--- config.mk ---
export PLATFORM = sky130hd
export DESIGN_NAME = rtp_h264_fu_a_packetizer_top
export DESIGN_NICKNAME = d
export VERILOG_FILES = /design/src/rtpfu_pkg.sv /design/src/rtpfu_front.sv /design/src/rtpfu_queue.sv /design/src/rtpfu_back.sv /design/src/rtp_h264_fu_a_packetizer_top.sv
export SDC_FILE = /design/constraint.sdc
export NUM_CORES = 1
export LEC_CHECK = 0
export BUFFER_PORTS_ARGS = -buffer_cell sky130_fd_sc_hd__buf_4
export CORE_MARGIN = 2
export CORE_UTILIZATION = 65
export DETAILED_ROUTE_END_ITERATION = 7
export PLACE_DENSITY = 0.83
export SYNTH_ARGS = -nofsm -noshare
export SYNTH_HDL_FRONTEND = slang
export SYNTH_SLANG_ARGS = --single-unit
--- constraint.sdc ---
create_clock -name clk -period 10.05 [get_ports clk]
set_input_delay 0.5025 -clock clk [delete_from_list [all_inputs] [get_ports clk]]
set_output_delay 0.5025 -clock clk [all_outputs]
set_load 0.03 [all_outputs]
--- src/rtpfu_pkg.sv ---
// ----------------------------------------------------------------------------
// RTP H.264 packetizer package
// Shared types and protocol constants for the FU-A packetizer.
// ----------------------------------------------------------------------------
package rtpfu_pkg;

  localparam logic [7:0]  RTP_VERSION_BYTE = 8'h80;
  localparam logic [7:0]  FU_A_TYPE        = 8'd28;
  localparam logic [7:0]  NRI_MASK         = 8'hE0;
  localparam logic [7:0]  TYPE_MASK        = 8'h1F;
  localparam logic [7:0]  FU_START_BIT     = 8'h80;
  localparam logic [7:0]  FU_END_BIT       = 8'h40;

  localparam logic [6:0]  PAYLOAD_TYPE_RESET   = 7'd96;
  localparam logic [31:0] SSRC_RESET           = 32'h1234_5678;
  localparam logic [11:0] MAX_UNIT_SIZE_RESET  = 12'd1400;
  localparam logic [31:0] TIMESTAMP_STEP_RESET = 32'd3600;

  localparam int QUEUE_DEPTH = 4;
  localparam int QPTR_W      = $clog2(QUEUE_DEPTH);

  localparam logic [3:0] HDR_LAST_IDX = 4'd11;
  localparam logic [3:0] FU_IND_IDX   = 4'd12;
  localparam logic [3:0] FU_HDR_IDX   = 4'd13;
  localparam logic [3:0] FU_DATA_IDX  = 4'd14;

  typedef enum logic [1:0] {
    REG_PAYLOAD_TYPE   = 2'd0,
    REG_SSRC           = 2'd1,
    REG_MAX_UNIT_SIZE  = 2'd2,
    REG_TIMESTAMP_STEP = 2'd3
  } cfg_reg_t;

  typedef struct packed {
    logic [6:0]  payload_type;
    logic [31:0] sync_source_id;
    logic [11:0] max_unit_size;
    logic [31:0] timestamp_step;
  } cfg_t;

  typedef struct packed {
    logic        hdr;
    logic        fu;
    logic        marker;
    logic        last;
    logic [7:0]  data;
    logic [7:0]  fu_ind;
    logic [7:0]  fu_hdr;
    logic [15:0] seq;
    logic [31:0] ts;
  } q_entry_t;

endpackage

--- src/rtpfu_front.sv ---
// ----------------------------------------------------------------------------
// RTP H.264 packetizer front end
// Accepts NAL bytes, tracks unit and fragment state, queues packet commands.
// ----------------------------------------------------------------------------
module rtpfu_front import rtpfu_pkg::*; #(
  parameter int LENGTH_BITS = 20
) (
  input  logic                   clk,
  input  logic                   rst,
  input  cfg_t                   cfg,
  input  logic                   accept,
  input  logic [7:0]             data_byte,
  input  logic                   unit_start,
  input  logic [LENGTH_BITS-1:0] unit_length,
  input  logic                   frame_end,
  output logic                   push,
  output q_entry_t               push_entry
);

  localparam int CMP_W = (LENGTH_BITS > 12) ? LENGTH_BITS : 12;

  logic [15:0]            sequence_number, sequence_number_next;
  logic [31:0]            rtp_timestamp, rtp_timestamp_next;
  logic [7:0]             unit_header, unit_header_next;
  logic [LENGTH_BITS-1:0] unit_remaining, unit_remaining_next;
  logic [11:0]            fragment_count, fragment_count_next;
  logic                   fragmenting, fragmenting_next;
  logic                   first_fragment, first_fragment_next;

  logic [LENGTH_BITS-1:0] len_eff;
  logic [11:0]            psize;
  logic                   last_frag;
  logic [11:0]            fc_load;

  assign len_eff   = (unit_length == '0) ? LENGTH_BITS'(1) : unit_length;
  assign psize     = (cfg.max_unit_size >= 12'd3) ? (cfg.max_unit_size - 12'd2) : 12'd1;
  assign last_frag = CMP_W'(unit_remaining) <= CMP_W'(psize);
  assign fc_load   = (fragment_count != 12'd0) ? fragment_count :
                     (last_frag ? 12'(CMP_W'(unit_remaining)) : psize);

  always_comb begin
    sequence_number_next = sequence_number;
    rtp_timestamp_next   = rtp_timestamp;
    unit_header_next     = unit_header;
    unit_remaining_next  = unit_remaining;
    fragment_count_next  = fragment_count;
    fragmenting_next     = fragmenting;
    first_fragment_next  = first_fragment;
    push                 = 1'b0;
    push_entry.hdr       = 1'b0;
    push_entry.fu        = 1'b0;
    push_entry.marker    = 1'b0;
    push_entry.last      = 1'b0;
    push_entry.data      = data_byte;
    push_entry.fu_ind    = (unit_header & NRI_MASK) | FU_A_TYPE;
    push_entry.fu_hdr    = (unit_header & TYPE_MASK) |
                           (first_fragment ? FU_START_BIT :
                            (last_frag ? FU_END_BIT : 8'h00));
    push_entry.seq       = sequence_number;
    push_entry.ts        = rtp_timestamp;
    if (accept) begin
      if (unit_start) begin
        unit_header_next    = data_byte;
        unit_remaining_next = len_eff - LENGTH_BITS'(1);
        fragmenting_next    = CMP_W'(len_eff) >= CMP_W'(cfg.max_unit_size);
        first_fragment_next = fragmenting_next;
        fragment_count_next = 12'd0;
        if (!fragmenting_next) begin
          push                 = 1'b1;
          push_entry.hdr       = 1'b1;
          push_entry.marker    = 1'b1;
          push_entry.last      = (len_eff == LENGTH_BITS'(1));
          sequence_number_next = sequence_number + 16'd1;
        end
      end else if (unit_remaining != '0) begin
        unit_remaining_next = unit_remaining - LENGTH_BITS'(1);
        push                = 1'b1;
        if (!fragmenting) begin
          push_entry.last = (unit_remaining == LENGTH_BITS'(1));
        end else begin
          if (fragment_count == 12'd0) begin
            push_entry.hdr       = 1'b1;
            push_entry.fu        = 1'b1;
            push_entry.marker    = last_frag;
            first_fragment_next  = 1'b0;
            sequence_number_next = sequence_number + 16'd1;
          end
          fragment_count_next = fc_load - 12'd1;
          push_entry.last     = (fc_load == 12'd1);
        end
      end
      if (frame_end) begin
        rtp_timestamp_next = rtp_timestamp + cfg.timestamp_step;
      end
    end
  end

  always_ff @(posedge clk) begin
    if (rst) begin
      sequence_number <= '0;
      rtp_timestamp   <= '0;
      unit_header     <= '0;
      unit_remaining  <= '0;
      fragment_count  <= '0;
      fragmenting     <= 1'b0;
      first_fragment  <= 1'b0;
    end else begin
      sequence_number <= sequence_number_next;
      rtp_timestamp   <= rtp_timestamp_next;
      unit_header     <= unit_header_next;
      unit_remaining  <= unit_remaining_next;
      fragment_count  <= fragment_count_next;
      fragmenting     <= fragmenting_next;
      first_fragment  <= first_fragment_next;
    end
  end

endmodule

--- src/rtpfu_queue.sv ---
// ----------------------------------------------------------------------------
// RTP H.264 packetizer command queue
// Short FIFO of packet commands between front end and byte emitter.
// ----------------------------------------------------------------------------
module rtpfu_queue import rtpfu_pkg::*; (
  input  logic     clk,
  input  logic     rst,
  input  logic     push,
  input  q_entry_t push_entry,
  output logic     full,
  input  logic     pop,
  output q_entry_t head,
  output logic     empty
);

  q_entry_t            entries [QUEUE_DEPTH];
  logic [QPTR_W-1:0]   wr_ptr;
  logic [QPTR_W-1:0]   rd_ptr;
  logic [QPTR_W:0]     count;

  assign full  = (count == (QPTR_W+1)'(QUEUE_DEPTH));
  assign empty = (count == '0);
  assign head  = entries[rd_ptr];

  always_ff @(posedge clk) begin
    if (push) begin
      entries[wr_ptr] <= push_entry;
    end
  end

  always_ff @(posedge clk) begin
    if (rst) begin
      wr_ptr <= '0;
      rd_ptr <= '0;
      count  <= '0;
    end else begin
      if (push) begin
        wr_ptr <= wr_ptr + QPTR_W'(1);
      end
      if (pop) begin
        rd_ptr <= rd_ptr + QPTR_W'(1);
      end
      if (push && !pop) begin
        count <= count + (QPTR_W+1)'(1);
      end else if (pop && !push) begin
        count <= count - (QPTR_W+1)'(1);
      end
    end
  end

endmodule

--- src/rtpfu_back.sv ---
// ----------------------------------------------------------------------------
// RTP H.264 packetizer byte emitter
// Expands queued commands into RTP header, FU bytes and payload bytes.
// ----------------------------------------------------------------------------
module rtpfu_back import rtpfu_pkg::*; (
  input  logic       clk,
  input  logic       rst,
  input  cfg_t       cfg,
  input  q_entry_t   head,
  input  logic       empty,
  output logic       pop,
  output logic       out_valid,
  input  logic       out_ready,
  output logic [7:0] out_byte,
  output logic       packet_start,
  output logic       packet_end
);

  logic [3:0] idx;
  logic       load;
  logic       is_payload;
  logic [7:0] byte_sel;

  assign load       = !empty && (!out_valid || out_ready);
  assign is_payload = !head.hdr ||
                      (!head.fu && (idx == FU_IND_IDX)) ||
                      (head.fu && (idx == FU_DATA_IDX));
  assign pop        = load && is_payload;

  always_comb begin
    byte_sel = head.data;
    if (!is_payload) begin
      case (idx)
        4'd0:        byte_sel = RTP_VERSION_BYTE;
        4'd1:        byte_sel = {head.marker, cfg.payload_type};
        4'd2:        byte_sel = head.seq[15:8];
        4'd3:        byte_sel = head.seq[7:0];
        4'd4:        byte_sel = head.ts[31:24];
        4'd5:        byte_sel = head.ts[23:16];
        4'd6:        byte_sel = head.ts[15:8];
        4'd7:        byte_sel = head.ts[7:0];
        4'd8:        byte_sel = cfg.sync_source_id[31:24];
        4'd9:        byte_sel = cfg.sync_source_id[23:16];
        4'd10:       byte_sel = cfg.sync_source_id[15:8];
        HDR_LAST_IDX: byte_sel = cfg.sync_source_id[7:0];
        FU_IND_IDX:  byte_sel = head.fu_ind;
        FU_HDR_IDX:  byte_sel = head.fu_hdr;
        default:     byte_sel = head.data;
      endcase
    end
  end

  always_ff @(posedge clk) begin
    if (rst) begin
      out_valid <= 1'b0;
      idx       <= '0;
    end else begin
      if (load) begin
        out_valid <= 1'b1;
        idx       <= is_payload ? 4'd0 : idx + 4'd1;
      end else if (out_ready) begin
        out_valid <= 1'b0;
      end
    end
  end

  always_ff @(posedge clk) begin
    if (load) begin
      out_byte     <= byte_sel;
      packet_start <= head.hdr && (idx == 4'd0);
      packet_end   <= is_payload && head.last;
    end
  end

endmodule

--- src/rtp_h264_fu_a_packetizer_top.sv ---
// ----------------------------------------------------------------------------
// RTP H.264 FU-A packetizer
// Wraps NAL unit bytes into single-NAL or FU-A fragmented RTP packets.
// ----------------------------------------------------------------------------
//  channel  handshake              payload
//  in       in_valid / in_ready    data_byte, unit_start, unit_length, frame_end
//  out      out_valid / out_ready  out_byte, packet_start, packet_end
//  cfg      cfg_write              cfg_index, cfg_data
//
//  Every header and payload byte is one output transfer; a packet adds 12 header
//  bytes, 14 for an FU-A fragment. The output byte rate sets throughput.
//  A 4-entry command queue lets input bytes enter at one per cycle while
//  headers go out; in_ready drops only when that queue is full.
//  Reset is synchronous; config registers return to their defaults.
// ----------------------------------------------------------------------------
module rtp_h264_fu_a_packetizer_top import rtpfu_pkg::*; #(
  parameter int LENGTH_BITS = 20
) (
  input  logic                   clk,
  input  logic                   rst,
  input  logic                   in_valid,
  output logic                   in_ready,
  input  logic [7:0]             data_byte,
  input  logic                   unit_start,
  input  logic [LENGTH_BITS-1:0] unit_length,
  input  logic                   frame_end,
  output logic                   out_valid,
  input  logic                   out_ready,
  output logic [7:0]             out_byte,
  output logic                   packet_start,
  output logic                   packet_end,
  input  logic                   cfg_write,
  input  logic [1:0]             cfg_index,
  input  logic [31:0]            cfg_data
);

  cfg_t     cfg;
  logic     accept;
  logic     push;
  q_entry_t push_entry;
  logic     full;
  logic     pop;
  logic     empty;
  q_entry_t head;

  always_ff @(posedge clk) begin
    if (rst) begin
      cfg.payload_type   <= PAYLOAD_TYPE_RESET;
      cfg.sync_source_id <= SSRC_RESET;
      cfg.max_unit_size  <= MAX_UNIT_SIZE_RESET;
      cfg.timestamp_step <= TIMESTAMP_STEP_RESET;
    end else if (cfg_write) begin
      unique case (cfg_reg_t'(cfg_index))
        REG_PAYLOAD_TYPE:   cfg.payload_type   <= cfg_data[6:0];
        REG_SSRC:           cfg.sync_source_id <= cfg_data;
        REG_MAX_UNIT_SIZE:  cfg.max_unit_size  <= cfg_data[11:0];
        REG_TIMESTAMP_STEP: cfg.timestamp_step <= cfg_data;
        default: ;
      endcase
    end
  end

  assign in_ready = !full;
  assign accept   = in_valid && in_ready;

  rtpfu_front #(.LENGTH_BITS(LENGTH_BITS)) u_front (
    .clk        (clk),
    .rst        (rst),
    .cfg        (cfg),
    .accept     (accept),
    .data_byte  (data_byte),
    .unit_start (unit_start),
    .unit_length(unit_length),
    .frame_end  (frame_end),
    .push       (push),
    .push_entry (push_entry)
  );

  rtpfu_queue u_queue (
    .clk       (clk),
    .rst       (rst),
    .push      (push),
    .push_entry(push_entry),
    .full      (full),
    .pop       (pop),
    .head      (head),
    .empty     (empty)
  );

  rtpfu_back u_back (
    .clk         (clk),
    .rst         (rst),
    .cfg         (cfg),
    .head        (head),
    .empty       (empty),
    .pop         (pop),
    .out_valid   (out_valid),
    .out_ready   (out_ready),
    .out_byte    (out_byte),
    .packet_start(packet_start),
    .packet_end  (packet_end)
  );

endmodule

==> run metrics, run 1 <==
Slew headroom=16.0%; IO Port Bufs=80; first-pass GRT wire length=88.7 mm; Worst-path clk slew=0.06 ns; # IOs=81; WP data required=10.53 ns; final setup violating endpoints=0; DRC=0; RSZ-0062 raised after global routing=false; sequential fraction of the synthesis area=55.8%; cell breakdown of the critical path=buf_4, or4_1, nor4b_1, nand3_1, nor2_1, nor2_1, ha_1, nand2b_1, a21o_1, a21o_1, a21o_1, a21o_1, a31oi_1, o21ai_1, buf_4, a21oi_1, ha_1, inv_1, fa_1, xor2_1, or3_1, a21oi_1; most numerous cell in the Yosys netlist=edfxtp_1; H-tree level count=2; Syn Nets=2,096; worst vdd ir=0.000254 V; DP Cell Count=2,378; overall via count from detail_route=16,324; Final TNS setup=0 ns; routing usage on met2=51.5%; number of synthesized register bits=477; Resize count post-CTS=0; Overflow after GRT=0; Synth Cell Area=22,300 um^2; largest fanout on the critical path=17; clock sink total=477; critical path class=in2reg; Synth Warn #=0; final hold viol count=0; pwr dens=217 nW/um^2; fmax=0.190 GHz; 1st-pass router iterations=6; met3 Resource Use GR=5.04%; Total GRT Usage=32.0%; CP max stage delay=0.59 ns; ant diodes=0; EDFF count, synth=290; vias per inst=6.63; wire per inst=23.2 um; Cell Rows=67; Yosys cell types=80; Die Width=189 um; flop2flop setup slack=4.88 ns; CTS tree=built; Max Cap Viol=0; most used flip-flop cell after synthesis=edfxtp_1; Most Frequent Cell on Critical Path=a21o_1; GPL Wtd Cong=0.883; final cell count without fillers=2,462; Final nets=2,121; Routed WL=57.2 mm; synthesized area per cell=11.4 um^2; top cells by count, synth=290 x edfxtp_1, 278 x nand2_1, 187 x dfxtp_1; critical path arrival=5.73 ns; Slew @ Worst Pin=1.26 ns; largest net degree at the start of global routing=111; Setup Skew=0.0282 ns; status=finished clean; leakage power total=8.97 nW; synth top area cells=edfxtp_1 39%, dfxtp_1 17%, mux4_2 6.9%; CTS buffer count=46; FF/Latch Area=12,500 um^2; # fillers=2,250; 1st-iter DRT viols=1,934; DP Wirelength=37.4 mm; initial antenna violation count=0; Hold-fix buffers, CTS=0; Setup Buffers After CTS=0; GR peak layer=met2; clk root buf=clkbuf_16; Tcrit/Tclk final=52.2%; Worst Hold Class=in2reg; Startpoint Class=input port; multi-input logic area=9260 um^2; die area=35,800 um^2; ys async rst share=0%; share of cells above drive strength 1=13.5%; fin crit period=5.25 ns; met1 Resource Use GR=44.9%; antenna viol nets, final=0; synthesized instance count=1,953; Clk Latency, worst-skew pair=0.56 ns; core area=33,700 um^2; Slew Limit Fails=0; slowest CP cell=or4_1; Syn-to-layout area delta=10.5%; clock buffer depth=3; CP endpoint kind=register; Synth top area share=39.0%; vias in the first global route=15,883; initial core utilization=66.2%; Die Y=189 um; Synth area leader=edfxtp_1
[sequential cells by signal, summed over array words and instances, names as in the netlist, 2 cells and up, named ones only]
signal	count
u_queue.wr_ptr	2
u_back.idx	4
u_front.sequence_number	16
u_front.fragment_count	12
u_front.unit_remaining	20
u_front.unit_header	8
u_queue.entries	280
u_back.out_byte	8
u_front.rtp_timestamp	32
u_queue.rd_ptr	2
cfg	83
u_queue.count	3
[cell usage in the layout, fill, tap and decap left out, types with 32 or more instances in the layout]
cell,n
edfxtp_1,290
nand2_1,278
dfxtp_1,185
a21oi_1,170
nor2_1,123
buf_4,95
ha_1,72
mux4_2,68
o21ai_0,61
inv_1,46
clkbuf_16,46
nand3_1,35
nor3_1,33
nand3b_1,33
xnor2_1,32
[routing by layer]
layer  wire, um  up-vias
li1           -     7336
met2      27200      889
met4       1670        0
met5          0        -
met1      23100     7967
met3       5180      132
[per-stage QoR]
step	setup slack (ns)	instance area (um^2)	util [%]	hold slack, ns	total power [mW]
after floorplan	4.31	22300	-	0.433	3.25
after global placement	4.55	23200	68.8	0.443	3.59
after detailed placement	4.35	23200	68.8	0.447	3.64
after CTS	4.87	24700	73.2	0.148	5.35
after global routing	4.44	24700	73.2	0.143	5.54
final	4.80	24700	73.2	0.159	5.36
[final cells by class]
cell class | instances | area share [%]
Sequential cell | 477 | 50.5
Multi-Input combinational cell | 1311 | 37.5
Clock buffer | 71 | 5.37
Timing Repair Buffer | 96 | 2.94
Tap cell | 448 | 2.27
Inverter | 46 | 0.700
Clock inverter | 13 | 0.695
[report_power, final]
| group | leakage (nW) | switching (mW) | internal, mW |
|---|---|---|---|
| registers | 4.28 | 0.129 | 2.24 |
| clock network | 0.729 | 0.727 | 0.990 |
| logic | 3.96 | 0.780 | 0.492 |
| total | 8.97 | 1.64 | 3.73 |
[cells by family after synthesis]
kind of cell	Yosys count	share of synthesized area (%)
xor+xnor	61	2.39
compound gates	416	11.9
mux	107	8.73
simple gates	653	14.2
buf+inv	165	2.80
fa+ha+maj	74	4.21
flops	477	55.8
[worst max-delay path, delay by kind of cell]
family | cells | cell delay (ns)
adders and majority gates | 3 | 0.93
and+or+nand+nor | 7 | 1.92
AOI/OAI and AO/OA | 8 | 1.76
buffers and inverters | 3 | 0.42
xor gates and xnor gates | 1 | 0.19
[worst paths after layout]
kind	start	depth (start not counted)	endpoint
max	unit_length[7]	22	u_queue.count[2]
min	data_byte[4]	1	u_queue.entries[0][63]
max reg2reg	cfg[33]	20	u_queue.entries[2][67]
min reg2reg	cfg[55]	2	cfg[55]
(Power assumes the default switching activity.)
==> inputs of run 2 (changes only) <==
CORE_UTILIZATION = 56   (was 65)
PLACE_DENSITY = 0.76   (was 0.83)
clock period = 4.7 ns   (was 10.05 ns; I/O delays follow)
==> run 2 against run 1 <==
Compared with the run above:
- power is 120% higher
- first-iteration DRC count is 12% lower
- wire length is 1.4% lower
- design area is 3.9% higher
- critical path depth is 7 lower
- clock power is 120% higher
- critical endpoint is now u_front.fragment_count[11]
==> run metrics, run 2 (synthesis results as in run 1) <==
status=finished clean; Clk Latency, worst-skew pair=0.58 ns (+0.02 ns); vias in the first global route=15,460 (-2.7%); # IOs=81 (unchanged); overall via count from detail_route=16,186 (-0.85%); # fillers=2,941 (+31%); critical path class=reg2reg; GR peak layer=met2; Slew Limit Fails=0 (unchanged); combinational share of power=25.0% (+1.3 points); Max Cap Viol=0 (unchanged); commonest non-fill, non-tap cell in the layout=edfxtp_1; clock buffer depth=3 (unchanged); Slew @ Worst Pin=1.26 ns (-0.00135 ns); dpl ws=-0.0356 ns (-4.39 ns); vias per inst=6.17 (-6.9%); DRC=0 (unchanged); met1 Resource Use GR=37.9% (-7.0 points); Sw Share=30.6% (+0.079 points); Cell Rows=73 (+9.0%); Slew headroom=15.9% (-0.16 points); FF/Latch Area=12,500 um^2 (unchanged); CP endpoint kind=register; min-delay src=unit_length[4]; RSZ-0062 raised after global routing=false; 1st-pass router iterations=6 (unchanged); CTS buffer count=47 (+2.2%); Setup Skew=0.0257 ns (-0.00254 ns); Total GRT Usage=27.1% (-4.8 points); wire per inst=21.5 um (-7.4%); initial antenna violation count=1 (+1); core area=39,500 um^2 (+17%); critical path arrival=4.92 ns (-0.81 ns); Final nets=2,201 (+3.8%); Die Y=204 um (+7.6%); IO Port Bufs=80 (unchanged); Critical Path Source=cfg[35]; cell breakdown of the critical path=or4_1, or3_1, a22oi_2, inv_1, ha_1, nand2_1, o21ai_0, a2111o_1, o2111a_1, a311o_4, nor4_4, buf_4, nand4_1, xor2_1, a22o_1; P_int=8.08 mW (+120%); largest net degree at the start of global routing=104 (-6.3%); CP max stage delay=0.58 ns (about the same); final setup violating endpoints=0 (unchanged); die area=41,500 um^2 (+16%); Final TNS setup=0 ns (unchanged); GPL Wtd Cong=0.941 (+6.6%); slowest CP cell=or4_1; CP delay by family, top=compound AO/OA/AOI/OAI gates; pwr dens=454 nW/um^2 (+110%); leakage power total=9.39 nW (+4.7%); Worst-path clk slew=0.06 ns (about the same); 1st-iter DRT viols=1,694 (-12%); Worst Hold Class=in2reg; antenna viol nets, final=0 (unchanged); Routed WL=56.4 mm (-1.4%); clock sink total=477 (unchanged); Die Width=204 um (+7.6%); P_sw=3.56 mW (+120%); DP Wirelength=37.8 mm (+1.0%); ant diodes=0 (unchanged); Overflow after GRT=0 (unchanged); fin crit period=4.44 ns; Syn-to-layout area delta=14.8%; Power Total=11.6 mW (+120%); sequential share of power=43.0% (-1.3 points); Tcrit/Tclk final=94.5%; worst vdd ir=0.000305 V (+20%); WP data required=5.18 ns (-5.35 ns); Critical R2R Launch=cfg[35]; clk root buf=clkbuf_16; routing usage on met2=43.3% (-8.2 points); largest fanout on the critical path=8 (-9); share of cells above drive strength 1=15.4% (+1.9 points); fmax=0.225 GHz; worst setup slack after layout=0.259 ns (-4.54 ns); Worst Path Buf+Inv=2 (-1); met3 Resource Use GR=4.91% (-0.14 points); Top Registers=u_queue.entries: 280 flops, cfg: 83 flops, u_front.rtp_timestamp: 32 flops; CTS tree=built; clock share of power=32.0% (about the same); Startpoint Class=register; Most flops, register=u_queue.entries; final hold viol count=0 (unchanged); first-pass GRT wire length=86.6 mm (-2.4%); H-tree level count=2 (unchanged); initial core utilization=56.4% (-9.8 points); Largest register FFs=280 (unchanged); multi-input logic area=9280 um^2 (+0.26%); commonest cells after routing, fill and taps aside=290 x edfxtp_1, 278 x nand2_1, 185 x dfxtp_1
-- run 2: cell types whose count changed in the layout (fill, tap and decap cells not counted), moves of 7 or more --
cell and delta:
dlygate4sd3_1 +41, clkinv_2 +7, clkbuf_1 -9, buf_4 +28, clkbuf_8 -8, buf_12 +10
-- run 2: per-stage QoR --
step	area, um^2	hold slack (ns)	std cells	utilization [%]
2_1_floorplan	22300	0.334	1953	-
3_3_place_gp	23700	0.443	2491	59.8
3_5_place_dp	23700	0.449	2491	59.8
4_1_cts	25600	0.0989	2620	64.7
5_1_grt	25600	0.141	2622	64.8
6_report	25600	0.127	2622	64.8
-- run 2: final timing paths --
path                           endpoint  slack (ns)  cells past startpoint
max          u_front.fragment_count[11]        0.26                     15
min           u_front.unit_remaining[4]        0.13                      6
max reg2reg  u_front.fragment_count[11]        0.26                     15
min reg2reg                     cfg[66]        0.46                      2
-- run 2: timing repair --
action                     4_1_cts  5_1_grt
hold endpoints to repair       123        0
setup endpoints to repair        0       12
hold buffers                    41        0
buffers inserted                 0        2
resized for setup                0        6
-- run 2: routing by layer --
layer | wire length (um) | vias to the layer above
met5 | 13 | -
met4 | 1660 | 2
met3 | 4550 | 123
met2 | 26700 | 684
met1 | 23600 | 7880
li1 | - | 7497
-- run 2: power groups by stage --
| stage | clock (mW) | sequential [mW] | combinational, mW |
|---|---|---|---|
| after floorplan | 0 | 5.11 | 1.84 |
| after global placement | 0 | 5.06 | 2.77 |
| after detailed placement | 0 | 5.09 | 2.82 |
| after CTS | 3.77 | 5.00 | 2.88 |
| after global routing | 3.92 | 5.03 | 3.13 |
| final | 3.73 | 5.01 | 2.91 |
-- run 2: final cells by class --
| class | instances | area share, % |
|---|---|---|
| sequential | 477 | 48.6 |
| clock inverter | 33 | 1.23 |
| timing repair buffer | 175 | 6.03 |
| tap | 525 | 2.56 |
| inverter | 46 | 0.674 |
| multi-input combinational | 1311 | 36.2 |
| clock buffer | 55 | 4.70 |
-- run 2: worst register-to-register path, cell delays in order, from the launching register on --
cell and delay (ns):
dfxtp_1 0.38, or4_1 0.59, or3_1 0.36, a22oi_2 0.22, inv_1 0.07, ha_1 0.29, nand2_1 0.07, o21ai_0 0.16
a2111o_1 0.55, o2111a_1 0.30, a311o_4 0.42, nor4_4 0.29, buf_4 0.19, nand4_1 0.11, xor2_1 0.17, a22o_1 0.19
